### src/design/fast_deflation_detector_assert.svh
// ---------------------------------------------------------------------------
// Assertion macros for the fast deflation detector
// Shared property wrappers, clocked on clock and disabled during reset.
// ---------------------------------------------------------------------------
`ifndef FAST_DEFLATION_DETECTOR_ASSERT_SVH
`define FAST_DEFLATION_DETECTOR_ASSERT_SVH

// same-cycle implication
`define FDD_ASSERT_IMP(name, ante, cons) \
   name: assert property (@(posedge clock) disable iff (reset) (ante) |-> (cons)) \
      else $error("fdd assertion failed");

// delayed implication: consequent checked after the antecedent
`define FDD_ASSERT_DLY2(name, ante, cons) \
   name: assert property (@(posedge clock) disable iff (reset) (ante) |-> ##2 (cons)) \
      else $error("fdd assertion failed");

`endif

### src/design/fdd_pkg.sv
// ---------------------------------------------------------------------------
// fdd_pkg
// Constants, codes and types shared by the fast deflation detector modules.
// ---------------------------------------------------------------------------
package fdd_pkg;

   localparam int NUM_WHEELS = 4;
   localparam int ADDR_W     = (NUM_WHEELS > 1) ? $clog2(NUM_WHEELS) : 1;

   localparam int PRES_W   = 8;
   localparam int SECS_W   = 7;
   localparam int GRAD_SH  = 6;
   localparam int NUM_W    = PRES_W + GRAD_SH;
   localparam int PROD_W   = (PRES_W + 1) + SECS_W;

   // input modes
   localparam logic [1:0] MODE_TELEGRAM = 2'd0;
   localparam logic [1:0] MODE_TICK     = 2'd1;
   localparam logic [1:0] MODE_CLEAR    = 2'd2;

   // register indexes (byte address = 4 * index)
   localparam logic [1:0] REG_TOLERANCE = 2'd0;
   localparam logic [1:0] REG_WINDOW    = 2'd1;
   localparam logic [1:0] REG_GRADIENT  = 2'd2;

   localparam logic [PRES_W-1:0] TOLERANCE_RST = 8'd8;
   localparam logic [SECS_W-1:0] WINDOW_RST    = 7'd120;
   localparam logic [PRES_W-1:0] GRADIENT_RST  = 8'd8;

   typedef struct packed {
      logic [PRES_W-1:0] last_pressure;
      logic [SECS_W-1:0] seconds_left;
      logic              drop_seen;
      logic              warn_flag;
   } wheel_entry_type;

   typedef struct packed {
      logic                  rd_en;
      logic [ADDR_W-1:0]     rd_addr;
      logic                  wr_en;
      logic [ADDR_W-1:0]     wr_addr;
      wheel_entry_type       wr_data;
   } mem_req_type;

endpackage

### src/design/fdd_state_mem.sv
// ---------------------------------------------------------------------------
// fdd_state_mem
// Per-wheel state memory, registered read; unwritten entries read as zero.
// ---------------------------------------------------------------------------
module fdd_state_mem (
   input  logic                    clock,
   input  logic                    reset,
   input  fdd_pkg::mem_req_type    mem_req,
   output fdd_pkg::wheel_entry_type rd_entry
);
   import fdd_pkg::*;

   wheel_entry_type           mem_ff [NUM_WHEELS];
   logic [NUM_WHEELS-1:0]     valid_ff;
   wheel_entry_type           rd_data_ff;
   logic                      rd_valid_ff;

   always_ff @(posedge clock) begin
      if (mem_req.wr_en) begin
         mem_ff[mem_req.wr_addr] <= mem_req.wr_data;
      end
      if (mem_req.rd_en) begin
         rd_data_ff <= mem_ff[mem_req.rd_addr];
      end
   end

   always_ff @(posedge clock) begin
      if (reset) begin
         valid_ff    <= '0;
         rd_valid_ff <= 1'b0;
      end else begin
         if (mem_req.wr_en) begin
            valid_ff[mem_req.wr_addr] <= 1'b1;
         end
         if (mem_req.rd_en) begin
            rd_valid_ff <= valid_ff[mem_req.rd_addr];
         end
      end
   end

   // entries never written since reset read as zero via their valid bit
   assign rd_entry = rd_valid_ff ? rd_data_ff : '0;

endmodule

### src/design/fast_deflation_detector.sv
// ---------------------------------------------------------------------------
// fast_deflation_detector
// Per-wheel fast tyre deflation warning from pressure telegrams and ticks.
// ---------------------------------------------------------------------------
// Path from accept: telegram S_CALC, S_DEC, S_DONE; single-wheel clear
// S_SWEEP, S_DONE; tick and clear-all S_SWEEP once per wheel, then S_DONE;
// unused mode S_DONE. One item at a time: req_stall holds until S_DONE loads
// the output register, which waits while the result side is stalled.
// Reset (synchronous, high): config to tolerance 8, window 120, gradient 8;
// all wheel entries read as zero via per-entry valid bits.
// ---------------------------------------------------------------------------
`include "fast_deflation_detector_assert.svh"

module fast_deflation_detector (
   input  logic        clock,
   input  logic        reset,
   // item input
   input  logic        req_valid,
   output logic        req_stall,
   input  logic [1:0]  req_mode,
   input  logic [1:0]  req_wheel_index,
   input  logic        req_all_wheels,
   input  logic [7:0]  req_pressure,
   input  logic        req_vehicle_moving,
   input  logic [7:0]  req_ref_min_pressure,
   input  logic [7:0]  req_release_pressure,
   input  logic        req_soft_warning_active,
   // result output
   output logic        rsp_valid,
   input  logic        rsp_stall,
   output logic        rsp_warning,
   output logic [7:0]  rsp_warn_level,
   // config port
   input  logic        csr_psel,
   input  logic        csr_penable,
   input  logic        csr_pwrite,
   input  logic [3:0]  csr_paddr,
   input  logic [31:0] csr_pwdata,
   output logic [31:0] csr_prdata,
   output logic        csr_pready
);
   import fdd_pkg::*;

   // one-hot sequencer
   typedef enum logic [4:0] {
      S_IDLE  = 5'b00001,
      S_CALC  = 5'b00010,   // entry read back, gradient product formed
      S_DEC   = 5'b00100,   // telegram decision and write back
      S_SWEEP = 5'b01000,   // tick / clear read-modify-write
      S_DONE  = 5'b10000    // hand result to output register
   } state_type;

   state_type state_ff, state_in;

   // config registers
   logic [PRES_W-1:0] tolerance_ff;
   logic [SECS_W-1:0] window_ff;
   logic [PRES_W-1:0] gradient_ff;
   logic              csr_wr;

   // latched item
   logic [1:0]        op_mode_ff;
   logic              op_all_ff;
   logic [PRES_W-1:0] op_p_ff;
   logic              op_moving_ff;
   logic [PRES_W-1:0] op_refmin_ff;
   logic [PRES_W-1:0] op_release_ff;
   logic              op_soft_ff;
   logic [ADDR_W-1:0] idx_ff, idx_in;

   // gradient stage
   wheel_entry_type   entry_ff;
   logic              pre_ff;
   logic [NUM_W-1:0]  num_ff;
   logic [PROD_W-1:0] prod_ff;

   // result holding and output registers
   logic              res_warning_ff, res_warning_in;
   logic [PRES_W-1:0] res_level_ff, res_level_in;
   logic              rsp_valid_ff, rsp_valid_in;
   logic              rsp_warning_ff;
   logic [PRES_W-1:0] rsp_level_ff;

   logic              accept;
   logic              tlg_accept;
   logic              wheel_ok;
   logic              sweep_last;
   logic              rsp_load;
   mem_req_type       mem_req;
   wheel_entry_type   rd_entry;

   // gradient math
   logic [SECS_W-1:0] elapsed;
   logic [PRES_W:0]   grad_plus1;
   logic              pre_in;

   // decision
   logic              steep;
   logic [PRES_W-1:0] park_limit;
   logic              dec_warning;
   logic              dec_write;
   logic [PRES_W-1:0] dec_level;
   wheel_entry_type   dec_entry;
   wheel_entry_type   sweep_entry;

   fdd_state_mem u_mem (
      .clock    (clock),
      .reset    (reset),
      .mem_req  (mem_req),
      .rd_entry (rd_entry)
   );

   // ---------------- config port ----------------
   assign csr_pready = 1'b1;
   assign csr_wr     = csr_psel && csr_penable && csr_pwrite && csr_pready;

   always_ff @(posedge clock) begin
      if (reset) begin
         tolerance_ff <= TOLERANCE_RST;
         window_ff    <= WINDOW_RST;
         gradient_ff  <= GRADIENT_RST;
      end else if (csr_wr) begin
         case (csr_paddr[3:2])
            REG_TOLERANCE: tolerance_ff <= csr_pwdata[PRES_W-1:0];
            REG_WINDOW:    window_ff    <= csr_pwdata[SECS_W-1:0];
            REG_GRADIENT:  gradient_ff  <= csr_pwdata[PRES_W-1:0];
            default: ;
         endcase
      end
   end

   always_comb begin
      case (csr_paddr[3:2])
         REG_TOLERANCE: csr_prdata = 32'(tolerance_ff);
         REG_WINDOW:    csr_prdata = 32'(window_ff);
         REG_GRADIENT:  csr_prdata = 32'(gradient_ff);
         default:       csr_prdata = '0;
      endcase
   end

   // ---------------- handshake ----------------
   assign req_stall = (state_ff != S_IDLE);
   assign accept    = req_valid && (state_ff == S_IDLE);
   assign wheel_ok  = (32'(req_wheel_index) < NUM_WHEELS);
   assign tlg_accept = accept && (req_mode == MODE_TELEGRAM) && wheel_ok;
   // single clear touches one entry; clear-all and tick walk every wheel
   assign sweep_last = (!op_all_ff) || (idx_ff == ADDR_W'(NUM_WHEELS - 1));
   assign rsp_load   = (state_ff == S_DONE) && (!rsp_valid_ff || !rsp_stall);

   // ---------------- gradient stage (S_CALC) ----------------
   // floor(num / elapsed) > limit  <=>  num >= (limit + 1) * elapsed
   assign elapsed    = window_ff - rd_entry.seconds_left;
   assign grad_plus1 = {1'b0, gradient_ff} + {{PRES_W{1'b0}}, 1'b1};
   assign pre_in     = (rd_entry.seconds_left != '0) &&
                       (rd_entry.seconds_left < window_ff) &&
                       (op_p_ff < rd_entry.last_pressure);

   always_ff @(posedge clock) begin
      if (state_ff == S_CALC) begin
         entry_ff <= rd_entry;
         pre_ff   <= pre_in;
         num_ff   <= {rd_entry.last_pressure - op_p_ff, {GRAD_SH{1'b0}}};
         prod_ff  <= PROD_W'(grad_plus1) * PROD_W'(elapsed);
      end
   end

   // ---------------- telegram decision (S_DEC) ----------------
   assign steep      = pre_ff && (PROD_W'(num_ff) >= prod_ff);
   assign park_limit = (op_refmin_ff > tolerance_ff) ? (op_refmin_ff - tolerance_ff)
                                                     : tolerance_ff;

   always_comb begin
      dec_entry   = entry_ff;
      dec_level   = entry_ff.last_pressure;
      dec_warning = 1'b0;
      dec_write   = 1'b1;
      if (entry_ff.warn_flag && (op_p_ff <= op_release_ff)) begin
         // warning held, state untouched
         dec_warning = 1'b1;
         dec_write   = 1'b0;
      end else if (steep) begin
         dec_entry.last_pressure = op_p_ff;
         dec_entry.seconds_left  = window_ff;
         if (!entry_ff.drop_seen) begin
            dec_entry.drop_seen = 1'b1;
         end else if (op_soft_ff) begin
            if (op_moving_ff || (op_p_ff <= park_limit)) begin
               dec_entry.warn_flag = 1'b1;
               dec_warning         = 1'b1;
            end
         end
      end else begin
         // no steep drop: restart tracking from this pressure
         dec_entry.last_pressure = op_p_ff;
         dec_entry.seconds_left  = window_ff;
         dec_entry.drop_seen     = 1'b0;
         dec_entry.warn_flag     = 1'b0;
         dec_level               = op_p_ff;
      end
   end

   // ---------------- sweep modify ----------------
   always_comb begin
      sweep_entry = rd_entry;
      if (op_mode_ff == MODE_TICK) begin
         if (rd_entry.seconds_left != '0) begin
            sweep_entry.seconds_left = rd_entry.seconds_left - SECS_W'(1);
         end
      end else begin
         sweep_entry.last_pressure = '0;
      end
   end

   // ---------------- sequencer and memory port ----------------
   always_comb begin
      state_in       = state_ff;
      idx_in         = idx_ff;
      res_warning_in = res_warning_ff;
      res_level_in   = res_level_ff;
      mem_req        = '0;
      case (state_ff)
         S_IDLE: begin
            if (accept) begin
               res_warning_in = 1'b0;
               res_level_in   = '0;
               mem_req.rd_en  = 1'b1;
               case (req_mode)
                  MODE_TELEGRAM: begin
                     // wheel address kept for the write back
                     idx_in          = ADDR_W'(req_wheel_index);
                     mem_req.rd_addr = idx_in;
                     state_in        = wheel_ok ? S_CALC : S_DONE;
                  end
                  MODE_TICK: begin
                     idx_in   = '0;
                     state_in = S_SWEEP;
                  end
                  MODE_CLEAR: begin
                     if (req_all_wheels || !wheel_ok) begin
                        idx_in = '0;
                     end else begin
                        idx_in = ADDR_W'(req_wheel_index);
                     end
                     mem_req.rd_addr = idx_in;
                     state_in        = S_SWEEP;
                  end
                  default: begin
                     state_in = S_DONE;
                  end
               endcase
            end
         end
         S_CALC: begin
            state_in = S_DEC;
         end
         S_DEC: begin
            mem_req.wr_en   = dec_write;
            mem_req.wr_addr = idx_ff;
            mem_req.wr_data = dec_entry;
            res_warning_in  = dec_warning;
            res_level_in    = dec_level;
            state_in        = S_DONE;
         end
         S_SWEEP: begin
            mem_req.wr_en   = 1'b1;
            mem_req.wr_addr = idx_ff;
            mem_req.wr_data = sweep_entry;
            if (sweep_last) begin
               state_in = S_DONE;
            end else begin
               // next entry read while this one is written back
               idx_in          = idx_ff + ADDR_W'(1);
               mem_req.rd_en   = 1'b1;
               mem_req.rd_addr = idx_in;
            end
         end
         S_DONE: begin
            if (rsp_load) begin
               state_in = S_IDLE;
            end
         end
         default: begin
            state_in = S_IDLE;
         end
      endcase
   end

   always_comb begin
      rsp_valid_in = rsp_valid_ff && rsp_stall;
      if (rsp_load) begin
         rsp_valid_in = 1'b1;
      end
   end

   always_ff @(posedge clock) begin
      if (reset) begin
         state_ff     <= S_IDLE;
         rsp_valid_ff <= 1'b0;
      end else begin
         state_ff     <= state_in;
         rsp_valid_ff <= rsp_valid_in;
      end
   end

   always_ff @(posedge clock) begin
      idx_ff         <= idx_in;
      res_warning_ff <= res_warning_in;
      res_level_ff   <= res_level_in;
      if (accept) begin
         op_mode_ff    <= req_mode;
         op_all_ff     <= req_all_wheels || !wheel_ok || (req_mode == MODE_TICK);
         op_p_ff       <= req_pressure;
         op_moving_ff  <= req_vehicle_moving;
         op_refmin_ff  <= req_ref_min_pressure;
         op_release_ff <= req_release_pressure;
         op_soft_ff    <= req_soft_warning_active;
      end
      if (rsp_load) begin
         rsp_warning_ff <= res_warning_ff;
         rsp_level_ff   <= res_level_ff;
      end
   end

   assign rsp_valid      = rsp_valid_ff;
   assign rsp_warning    = rsp_warning_ff;
   assign rsp_warn_level = rsp_level_ff;

   // ---------------- checks ----------------
   `FDD_ASSERT_IMP(a_no_write_idle, (state_ff == S_IDLE), !mem_req.wr_en)
   `FDD_ASSERT_DLY2(a_tlg_reaches_dec, tlg_accept, (state_ff == S_DEC))
   `FDD_ASSERT_IMP(a_rsp_from_done, $rose(rsp_valid_ff), $past(state_ff == S_DONE))
   `FDD_ASSERT_IMP(a_sweep_in_range, (state_ff == S_SWEEP), (32'(idx_ff) < NUM_WHEELS))

endmodule
### config.mk
export PLATFORM = sky130hd
export DESIGN_NAME = fast_deflation_detector
export DESIGN_NICKNAME = d
export VERILOG_FILES = /design/src/design/fdd_pkg.sv /design/src/design/fdd_state_mem.sv /design/src/design/fast_deflation_detector.sv
export VERILOG_INCLUDE_DIRS = /design/src /design/src/design
export SDC_FILE = /design/constraint.sdc
export NUM_CORES = 1
export LEC_CHECK = 0
export BUFFER_PORTS_ARGS = -buffer_cell sky130_fd_sc_hd__buf_2
export CAP_MARGIN = 0
export CORE_UTILIZATION = 58
export CTS_CLUSTER_DIAMETER = 200
export DETAILED_ROUTE_END_ITERATION = 8
export GPL_TIMING_DRIVEN = 0
export PLACE_DENSITY = 0.82
export SETUP_SLACK_MARGIN = 0.02
export SKIP_LAST_GASP = 1
export SYNTH_ARGS = -nofsm -noshare
export SYNTH_HDL_FRONTEND = slang
export SYNTH_SLANG_ARGS = --single-unit
### constraint.sdc
create_clock -name clock -period 7.5 [get_ports clock]
set_clock_uncertainty 0.1 [all_clocks]
set_input_delay 1.875 -clock clock [delete_from_list [all_inputs] [get_ports clock]]
set_output_delay 1.875 -clock clock [all_outputs]
set_load 0.02 [all_outputs]
==> impl_results.md, run 1 <==
* Period Utilization, post-route at 0.932
* First-pass GRT wire length at 43100 um
* Total clock sinks at 210
* # setup viols final at 0
* Post-synth EDFFs at 176
* Worst-Margin Slew at 1.25 ns
* Synth Flop Type: edfxtp_1
* Mapped Avg Cell Area at 11.2 um^2
* Buffers on Ports at 65
* Power per Cell Area at 200 mW/mm^2
* Seq/Total Area, Yosys at 0.481
* First-pass iteration count of the detailed router at 5
* Async SR Flop Fraction at 0
* Final Critical Period at 6.99 ns
* Max cap viols at 0
* Most frequent cells in the layout: edfxtp_1, inv_1, nor2_1
* Total power at 2.82 mW
* Fraction of layout cells with a size suffix above 1 at 0.141
* Die area at 0.0220 mm^2
* RePlAce Congestion at 0.922
* Slew Viols, Final at 0
* Critical Path Fanout Max at 10
* Number of diodes at 0
* CP endpoint kind: flop
* Critical Path RT at 7.71 ns
* Drt wl/cell at 17.7 um
* Vias per cell at 5.73
* Fmax at 0.143 GHz
* Maximum VDD drop at 0.198 mV
* Syn-to-layout area delta at 13.2%
* R2R setup slack at 0.51 ns
* Commonest non-fill, non-tap cell in the layout: edfxtp_1
* Clock-pin slew on the worst setup and hold paths at 0.06 ns
* FP Rows at 53
* Clock Latency Late Sink at 0.53 ns
* Residual DRC count at 0
* RSZ-0062 raised after global routing: no
* Nets at 1424
* Synth cell types at 66
* Pin count of the biggest net entering global routing at 43
* Synth Instances at 1105
* Arrival @ worst endpoint at 7.19 ns
* Synthesized area at 0.0124 mm^2
* Gr usage total at 0.249
* Relative slew slack at 0.162
* Longest Clk Path Bufs at 3
* Crit start category: flop
* Final setup margin at 0.513 ns
* Via count at 8676
* 1st-iter DRT viols at 691
* Clk root buf: clkbuf_16
* # H-tree levels at 1
* Pleak at 5.79 nW
* Yosys warns at 0
* Hold Fails Final Rpt at 0
* Worst slack, placed at -0.0719 ns
* Vias in the first global route at 8779
* Critical path class: reg2reg
* Final wirelength at 26800 um
* Status: complete, no violations
* CTS tree: built
* Initial antenna violation count at 0
* Die Width at 148 um
* GRT overflow at 0
* FF+latch count, synth at 210
* Core region area at 0.0210 mm^2
* DPL Wire Length at 19700 um
* CTS Buf Count at 23
* Io pins at 118
* Die height at 148 um
* Initial Utilization at 0.590
* Worst min path class: reg2reg
* Antenna viol nets, final at 0
## logic make-up after synthesis
kind of cell	Yosys count	share of synthesized area
DFF	210	0.481
AOI/OAI and AO/OA	177	0.0933
muxes	85	0.0705
xor gates and xnor gates	37	0.0261
adders and majority gates	128	0.151
and+or+nand+nor	296	0.116
buffers and inverters	170	0.0611
other	2	0.000605
## routing by layer
| layer | GRT usage | up-vias | wire [um] |
|---|---|---|---|
| met2 | 0.435 | 402 | 13100 |
| met5 | 0 | - | 0 |
| met3 | 0.0436 | 73 | 2100 |
| met1 | 0.310 | 4106 | 10800 |
| li1 | - | 4095 | - |
| met4 | 0.0897 | 0 | 862 |
## repair_timing
item,CTS,global route
endpoints found under the setup margin,2,3
gates resized for setup,1,6
buffers inserted,0,0
hold endpoints to repair,0,0
hold buffers,0,0
cloned,0,0
pin swaps,0,2
## path summary, 6_finish.rpt
check | startpoint | end | cells after the start
max | u_mem.rd_valid_ff$_SDFFE_PP0P_ | prod_ff[15]$_DFFE_PP_ | 25
max reg2reg | u_mem.rd_valid_ff$_SDFFE_PP0P_ | prod_ff[15]$_DFFE_PP_ | 25
min reg2reg | res_level_ff[6]$_SDFFCE_PN0P_ | rsp_warn_level[6]$_DFFE_PP_ | 0
min | res_level_ff[6]$_SDFFCE_PN0P_ | rsp_warn_level[6]$_DFFE_PP_ | 0
## worst max-delay path, stage by stage, from the launching register on
cell and delay (ns):
dfxtp_2 0.42, nand2_1 0.12, inv_1 0.17, ha_1 0.20, inv_1 0.06, fa_1 0.44, a21o_1 0.22, a21oi_2 0.20
o21bai_1 0.10, a21oi_2 0.25, xor2_4 0.17, or2_2 0.33, fa_1 0.52, fa_1 0.54, inv_1 0.06, fa_1 0.53
inv_1 0.05, fa_1 0.53, inv_1 0.04, ha_1 0.35, nand3_1 0.11, o211ai_1 0.13, a2111o_1 0.42, a31oi_4 0.25
mux2i_1 0.12, a2111oi_2 0.34
## state kept, by name, summed over array words and instances, names as in the netlist, 7 cells and up
signal,cells
window_ff,7
u_mem.rd_data_ff,17
prod_ff,16
u_mem.mem_ff,68
op_p_ff,8
tolerance_ff,8
num_ff,8
rsp_warn_level,8
op_refmin_ff,8
res_level_ff,8
op_release_ff,8
entry_ff,17
gradient_ff,8
## power by group
group / switching (mW) / leakage [nW] / internal, mW / total (mW)
clock: 0.460 / 0.355 / 0.620 / 1.08
combinational: 0.240 / 3.65 / 0.154 / 0.394
sequential: 0.0287 / 1.78 / 1.31 / 1.34
## synth_stat cells, drive strengths merged (4+ instances only)
cell type | n | area (um^2)
a211oi | 9 | 67.6
a21o | 6 | 45.0
a21oi | 47 | 243
a31oi | 6 | 43.8
and2 | 6 | 37.5
and3 | 8 | 50.1
buf | 33 | 244
clkbuf | 19 | 71.3
dfxtp | 34 | 681
edfxtp | 176 | 5290
fa | 37 | 741
ha | 91 | 1140
inv | 118 | 443
mux2 | 19 | 214
mux2i | 66 | 661
nand2 | 76 | 285
nand2b | 11 | 68.8
nand3 | 32 | 160
nand4 | 8 | 50.1
nor2 | 95 | 357
nor2b | 14 | 87.6
nor3 | 9 | 55.1
o211ai | 14 | 105
o21a | 12 | 90.1
o21ai | 39 | 195
o21bai | 5 | 37.5
o22ai | 18 | 126
or2 | 11 | 68.8
or3 | 4 | 25.0
or4 | 10 | 75.1
xnor2 | 20 | 175
xor2 | 17 | 149
## per-stage QoR
| stage | hold WS [ns] | util | cells | area (um^2) | setup TNS [ns] |
|---|---|---|---|---|---|
| 5_1_grt | 0.322 | 0.668 | 1514 | 14100 | 0 |
| 6_report | 0.318 | 0.668 | 1514 | 14100 | 0 |
| 3_5_place_dp | 0.305 | 0.632 | 1473 | 13300 | -0.0719 |
| 2_1_floorplan | 0.300 | - | 1128 | 12500 | 0 |
| 3_3_place_gp | 0.307 | 0.626 | 1468 | 13200 | -0.0143 |
| 4_1_cts | 0.319 | 0.667 | 1514 | 14000 | 0 |
## final cells by class
type                       count  area [um^2]
sequential                   210         5970
clock inverter                 7         51.3
timing repair buffer          70          402
tap                          275          344
clock buffer                  35          671
inverter                     118          443
fill                        1503         6970
buffer                        51          312
multi-input combinational    748         5860
No activity file was read; power rests on OpenSTA's default activity.
==> run 2, diff against run 1 <==
- CTS_BUF_LIST: unset -> sky130_fd_sc_hd__clkbuf_8
==> run 2 against run 1 <==
Compared with the run above:
- die area unchanged
- highest routed layer unchanged
- wire length decreased by 1.3%
- sequential cell count unchanged
- global-route usage decreased by 0.11 points
- sequential power about the same
- non-clock buffer count unchanged
- combinational power about the same
- critical path type unchanged
==> impl_results.md, run 2 (same netlist as run 1, synthesis figures left out) <==
* Status: complete, no violations
* First-pass GRT wire length at 42600 um
* DP Area at 0.0133 mm^2
* Antenna viol nets, final at 0
* Fillers at 1531
* Via count at 8733
* Critical Path RT at 7.68 ns
* GRT overflow at 0
* R2R setup slack at 0.49 ns
* Worst r2r src: u_mem.rd_valid_ff$_SDFFE_PP0P_
* Area of the multi-input gates at 0.00585 mm^2
* Placed cells at 1473
* Setup TNS at 0 ns
* Pleak at 5.81 nW
* Final Critical Period at 7.01 ns
* Vias per cell at 5.71
* Fmax at 0.143 GHz
* RSZ-0062 raised after global routing: no
* Reg2reg end: prod_ff[15]$_DFFE_PP_
* Fin area at 0.0140 mm^2
* CTS tree: built
* Hold_buf cts at 0
* Most frequent cells in the layout: edfxtp_1, inv_1, nor2_1
* Flip-flop and latch area at 0.00597 mm^2
* Fraction of layout cells with a size suffix above 1 at 0.147
* Power per Cell Area at 195 mW/mm^2
* Nets at 1436
* Pin count of the biggest net entering global routing at 43
* Critical path class: reg2reg
* Maximum VDD drop at 0.167 mV
* Die area at 0.0220 mm^2
* Max cap viols at 0
* Largest regs: u_mem.mem_ff (68), entry_ff (17), u_mem.rd_data_ff (17)
* 1st-iter DRT viols at 642
* Worst hold stages at 0
* Residual DRC count at 0
* Initial Utilization at 0.590
* Arrival @ worst endpoint at 7.19 ns
* Gr usage total at 0.248
* Syn-to-layout area delta at 12.7%
* Core region area at 0.0210 mm^2
* Longest Clk Path Bufs at 3
* Final core occ at 0.665
* Initial antenna violation count at 0
* Fin cells at 1530
* Final wirelength at 26400 um
* CP endpoint kind: flop
* Worst-Margin Slew at 1.25 ns
* DR top layer: met4
* Hold Fails Final Rpt at 0
* Buffers on Ports at 65
* Slew Viols, Final at 0
* Period Utilization, post-route at 0.935
* Io pins at 118
* DPL Wire Length at 19700 um
* Worst min path class: reg2reg
* Top reg by flops: u_mem.mem_ff
* Met3 routed wirelength at 1900 um
* Clk root buf: clkbuf_8
* Vias in the first global route at 8715
* Drt wl/cell at 17.3 um
* Wl on met1 at 10900 um
* Critical Path Fanout Max at 10
* Routed wl met2 at 12800 um
* Crit start category: flop
* Total clock sinks at 210
* Max reg flops at 68
* RePlAce Congestion at 0.922
* # H-tree levels at 2
* Number of diodes at 0
* Die Width at 148 um
* Commonest non-fill, non-tap cell in the layout: edfxtp_1
* Worst slack, placed at -0.0719 ns
* First-pass iteration count of the detailed router at 8
* # setup viols final at 0
* Hold path endpoint: rsp_warn_level[5]$_DFFE_PP_
* CTS Buf Count at 35
* Worst r2r path cells at 25
* Relative slew slack at 0.163
* Post-CTS Setup Inserts at 0
* Clock Latency Late Sink at 0.53 ns
* Final setup margin at 0.487 ns
* Die height at 148 um
* HP Start: res_level_ff[5]$_SDFFCE_PN0P_
* FP Rows at 53
* Clock-pin slew on the worst setup and hold paths at 0.06 ns
## run 2: where the power goes
group	switching (mW)	total (mW)	internal (mW)
Clock	0.451	0.987	0.536
Sequential	0.0289	1.34	1.31
Combinational	0.238	0.391	0.153
## run 2: metal layers
layer / vias to the layer above / global-route usage
li1: 4140 / -
met1: 4167 / 0.312
met2: 355 / 0.421
met3: 71 / 0.0469
met4: 0 / 0.104
met5: - / 0
## run 2: worst max-delay path by stage
stage                                               from                    end  cells after the start
after floorplan           u_mem.rd_valid_ff$_SDFFE_PP0P_  prod_ff[15]$_DFFE_PP_                     26
after detailed placement  u_mem.rd_valid_ff$_SDFFE_PP0P_  prod_ff[15]$_DFFE_PP_                     26
after global routing      u_mem.rd_valid_ff$_SDFFE_PP0P_  prod_ff[15]$_DFFE_PP_                     25
after global placement    u_mem.rd_valid_ff$_SDFFE_PP0P_  prod_ff[15]$_DFFE_PP_                     26
after CTS                 u_mem.rd_valid_ff$_SDFFE_PP0P_  prod_ff[15]$_DFFE_PP_                     25
final                     u_mem.rd_valid_ff$_SDFFE_PP0P_  prod_ff[15]$_DFFE_PP_                     25
## run 2: worst max-delay path, stage by stage, from the launching register on
cell and delay [ns]:
dfxtp_2 0.42, nand2_1 0.12, inv_1 0.17, ha_1 0.20, inv_1 0.06, fa_1 0.44, a21o_1 0.22, a21oi_2 0.21
o21bai_1 0.10, a21oi_2 0.19, xor2_2 0.18, or2_2 0.34, fa_1 0.52, fa_1 0.54, inv_1 0.06, fa_1 0.52
inv_1 0.05, fa_1 0.53, inv_1 0.04, ha_1 0.35, nand3_1 0.11, o211ai_1 0.13, a2111o_1 0.43, a31oi_4 0.24
mux2i_1 0.11, a2111oi_1 0.39
## run 2: repair_timing
action | 4_1_cts | 5_1_grt
resized for setup | 1 | 4
pin swaps | 0 | 1
endpoints found under the setup margin | 1 | 3
## run 2: metrics by stage
step / power, mW / hold slack (ns)
5_1_grt: 2.82 / 0.323
2_1_floorplan: 1.64 / 0.300
3_5_place_dp: 1.75 / 0.305
4_1_cts: 2.73 / 0.319
3_3_place_gp: 1.73 / 0.307
6_report: 2.72 / 0.317
## run 2: final cells by class
type,count,area share
plain buffers,51,0.0223
clock buffers,38,0.0374
clock inverters,20,0.0103
inverters,118,0.0317
multi-input cells,748,0.418
flip-flops and latches,210,0.427
well taps,275,0.0246
repair buffers,70,0.0287
==> run 3, diff against run 2 <==
- SYNTH_HIERARCHICAL: unset -> 1
==> run 3 against run 2 <==
Compared with the run above:
- sequential cell count is the same
- maximum frequency rose by 1.8%
- critical path depth decreased by 1
- hold slack worse by 0.00061 ns
- non-clock buffer count down 2
- setup slack better by 0.12 ns
- sequential share of layout area increased by 0.94 points
- wire length down 3.9%
- count of clock-buffer cells in the layout down 1
- total power is 1.4% lower
- area after synthesis shrank 1.8%
- critical path type unchanged
- largest cell class unchanged
- largest power group unchanged
- highest routed layer unchanged
==> impl_results.md, run 3 <==
* Post-CTS Setup Inserts at 0
* Buffers on Ports at 65
* Most frequent cells in the layout: edfxtp_1, inv_1, nor2_1
* Worst slack, placed at 0.503 ns
* Final wirelength at 25400 um
* Critical path, cell by cell: and2_1 > ha_1 > inv_1 > fa_1 > a21o_1 > a21oi_2 > o21bai_1 > a21oi_1 > xor2_2 > or2_2 > fa_1 > fa_1 > inv_1 > fa_1 > inv_1 > fa_1 > inv_1 > ha_1 > o21ai_0 > a21oi_1 > a41oi_1 > o21ai_0 > a21oi_1 > xnor2_1
* RSZ-0062 raised after global routing: no
* Post-synth EDFFs at 176
* Io pins at 118
* Power per Cell Area at 196 mW/mm^2
* DPL Wire Length at 19000 um
* Die area at 0.0216 mm^2
* Hold_buf cts at 0
* Mapped Avg Cell Area at 11.9 um^2
* Vias in the first global route at 8235
* Maximum VDD drop at 0.149 mV
* Most frequent CP cell: fa_1
* Initial Utilization at 0.597
* Synth cell types at 67
* Vias per cell at 5.62
* Total power at 2.68 mW
* Worst hold slack at 0.317 ns
* Setup TNS at 0 ns
* CP endpoint kind: flop
* Top reg by flops: u_mem/mem_ff
* Dominant cells by area after synthesis: edfxtp_1, ha_1, fa_1
* Antenna viol nets, final at 0
* Slew Viols, Final at 0
* Initial antenna violation count at 0
* Fraction of layout cells with a size suffix above 1 at 0.162
* Largest regs: u_mem/mem_ff (68), entry_ff (17), u_mem/rd_data_ff (17)
* FF+latch count, synth at 210
* Nets at 1357
* Synth Flop Type: edfxtp_1
* Critical Path RT at 7.66 ns
* GRT overflow at 0
* Fin cells at 1453
* 1st-iter DRT viols at 708
* Pin count of the biggest net entering global routing at 31
* Max reg flops at 68
* FP Rows at 52
* Fmax at 0.145 GHz
* Yosys top cell area share at 0.434
* Hold Fails Final Rpt at 0
* Drt wl/cell at 17.5 um
* Final Critical Period at 6.89 ns
* Worst min path class: reg2reg
* # setup viols final at 0
* Relative slew slack at 0.225
* Arrival @ worst endpoint at 7.05 ns
* Clock Latency Late Sink at 0.52 ns
* Synthesized area at 0.0122 mm^2
* Die height at 147 um
* Period Utilization, post-route at 0.919
* CTS Buf Count at 35
* Synth top cells by count: edfxtp_1, inv_1, nor2_1
* CTS resizes at 0
* Count leader, synth: edfxtp_1
* Final setup margin at 0.609 ns
* Max cap viols at 0
* First-pass iteration count of the detailed router at 5
* Synth Instances at 1027
* Placed cells at 1389
* Residual DRC count at 0
* Clk root buf: clkbuf_8
* Commonest non-fill, non-tap cell in the layout: edfxtp_1
* Longest Clk Path Bufs at 3
* Slowest cell on crit path: fa_1
* R2R setup slack at 0.61 ns
* Pleak at 5.51 nW
* Total clock sinks at 210
* Core region area at 0.0204 mm^2
* Crit start category: flop
* Die Width at 147 um
* Number of diodes at 0
* Yosys top cell by area: edfxtp_1
* Delay-heaviest family, CP: adder cells
* # H-tree levels at 2
* Clock-pin slew on the worst setup and hold paths at 0.06 ns
* Crit path largest cell delay at 0.54 ns
* Critical path class: reg2reg
* Worst path buffer plus inverter count at 4
* First-pass GRT wire length at 40900 um
* Status: complete, no violations
* Seq/Total Area, Yosys at 0.489
* Gr usage total at 0.243
* Critical Path Fanout Max at 9
* Fillers at 1486
* Yosys warns at 6
* Worst-Margin Slew at 1.16 ns
* Via count at 8166
* Syn-to-layout area delta at 12.2%
* RePlAce Congestion at 0.877
* Async SR Flop Fraction at 0
* CTS tree: built
run 3: cell types whose count changed in the layout (fill, tap and decap cells not counted), sizes merged, moves of 11 or more:
| cell | previous run | this run |
|---|---|---|
| nand2 | 76 | 51 |
| mux2i | 66 | 48 |
| and2 | 6 | 20 |
| mux4 | 0 | 17 |
| inv | 131 | 114 |
| mux2 | 19 | 0 |
| xnor2 | 20 | 31 |
run 3: metal layers:
layer / wire length (um) / up-vias / share of wire / global-route usage
met5: 0 / - / 0 / 0
met4: 576 / 0 / 0.023 / 0.0763
met3: 1810 / 48 / 0.071 / 0.0488
met2: 12300 / 324 / 0.48 / 0.412
met1: 10700 / 3906 / 0.42 / 0.316
li1: - / 3888 / - / -
run 3: path summary, 6_finish.rpt:
kind                                  start                          end  cells after the start
max          u_mem/rd_valid_ff$_SDFFE_PP0P_        prod_ff[15]$_DFFE_PP_                     24
min           res_level_ff[2]$_SDFFCE_PN0P_  rsp_warn_level[2]$_DFFE_PP_                      0
max reg2reg  u_mem/rd_valid_ff$_SDFFE_PP0P_        prod_ff[15]$_DFFE_PP_                     24
min reg2reg   res_level_ff[2]$_SDFFCE_PN0P_  rsp_warn_level[2]$_DFFE_PP_                      0
run 3: report_power, final:
group / internal [mW] / leakage (nW) / switching, mW
clock: 0.495 / 0.372 / 0.445
combinational: 0.167 / 3.35 / 0.238
sequential: 1.31 / 1.78 / 0.0253
run 3: cell type report:
| cell class | count | area, um^2 | share of cell area |
|---|---|---|---|
| inverters | 104 | 390 | 0.0285 |
| well taps | 270 | 338 | 0.0247 |
| clock buffers | 37 | 509 | 0.0372 |
| clock inverters | 26 | 141 | 0.0103 |
| repair buffers | 70 | 394 | 0.0288 |
| multi-input cells | 687 | 5600 | 0.410 |
| plain buffers | 49 | 333 | 0.0243 |
| flip-flops and latches | 210 | 5970 | 0.436 |
run 3: logic make-up (layout without fill, tap and decap cells):
family / after synthesis / after routing / share of synthesized area
adder cells (fa/ha/maj): 126 / 126 / 0.152
AND/OR/NAND/NOR: 271 / 271 / 0.111
flip-flops: 210 / 210 / 0.489
AO/OA/AOI/OAI: 157 / 157 / 0.0833
buffers and inverters: 153 / 286 / 0.0593
other: 2 / 25 / 0.000616
multiplexers: 65 / 65 / 0.0736
XOR/XNOR: 43 / 43 / 0.0309
run 3: metrics by stage:
step,util,area (um^2)
5_1_grt,0.669,13700
6_report,0.669,13700
3_3_place_gp,0.633,12900
2_1_floorplan,-,12300
4_1_cts,0.668,13600
3_5_place_dp,0.636,13000
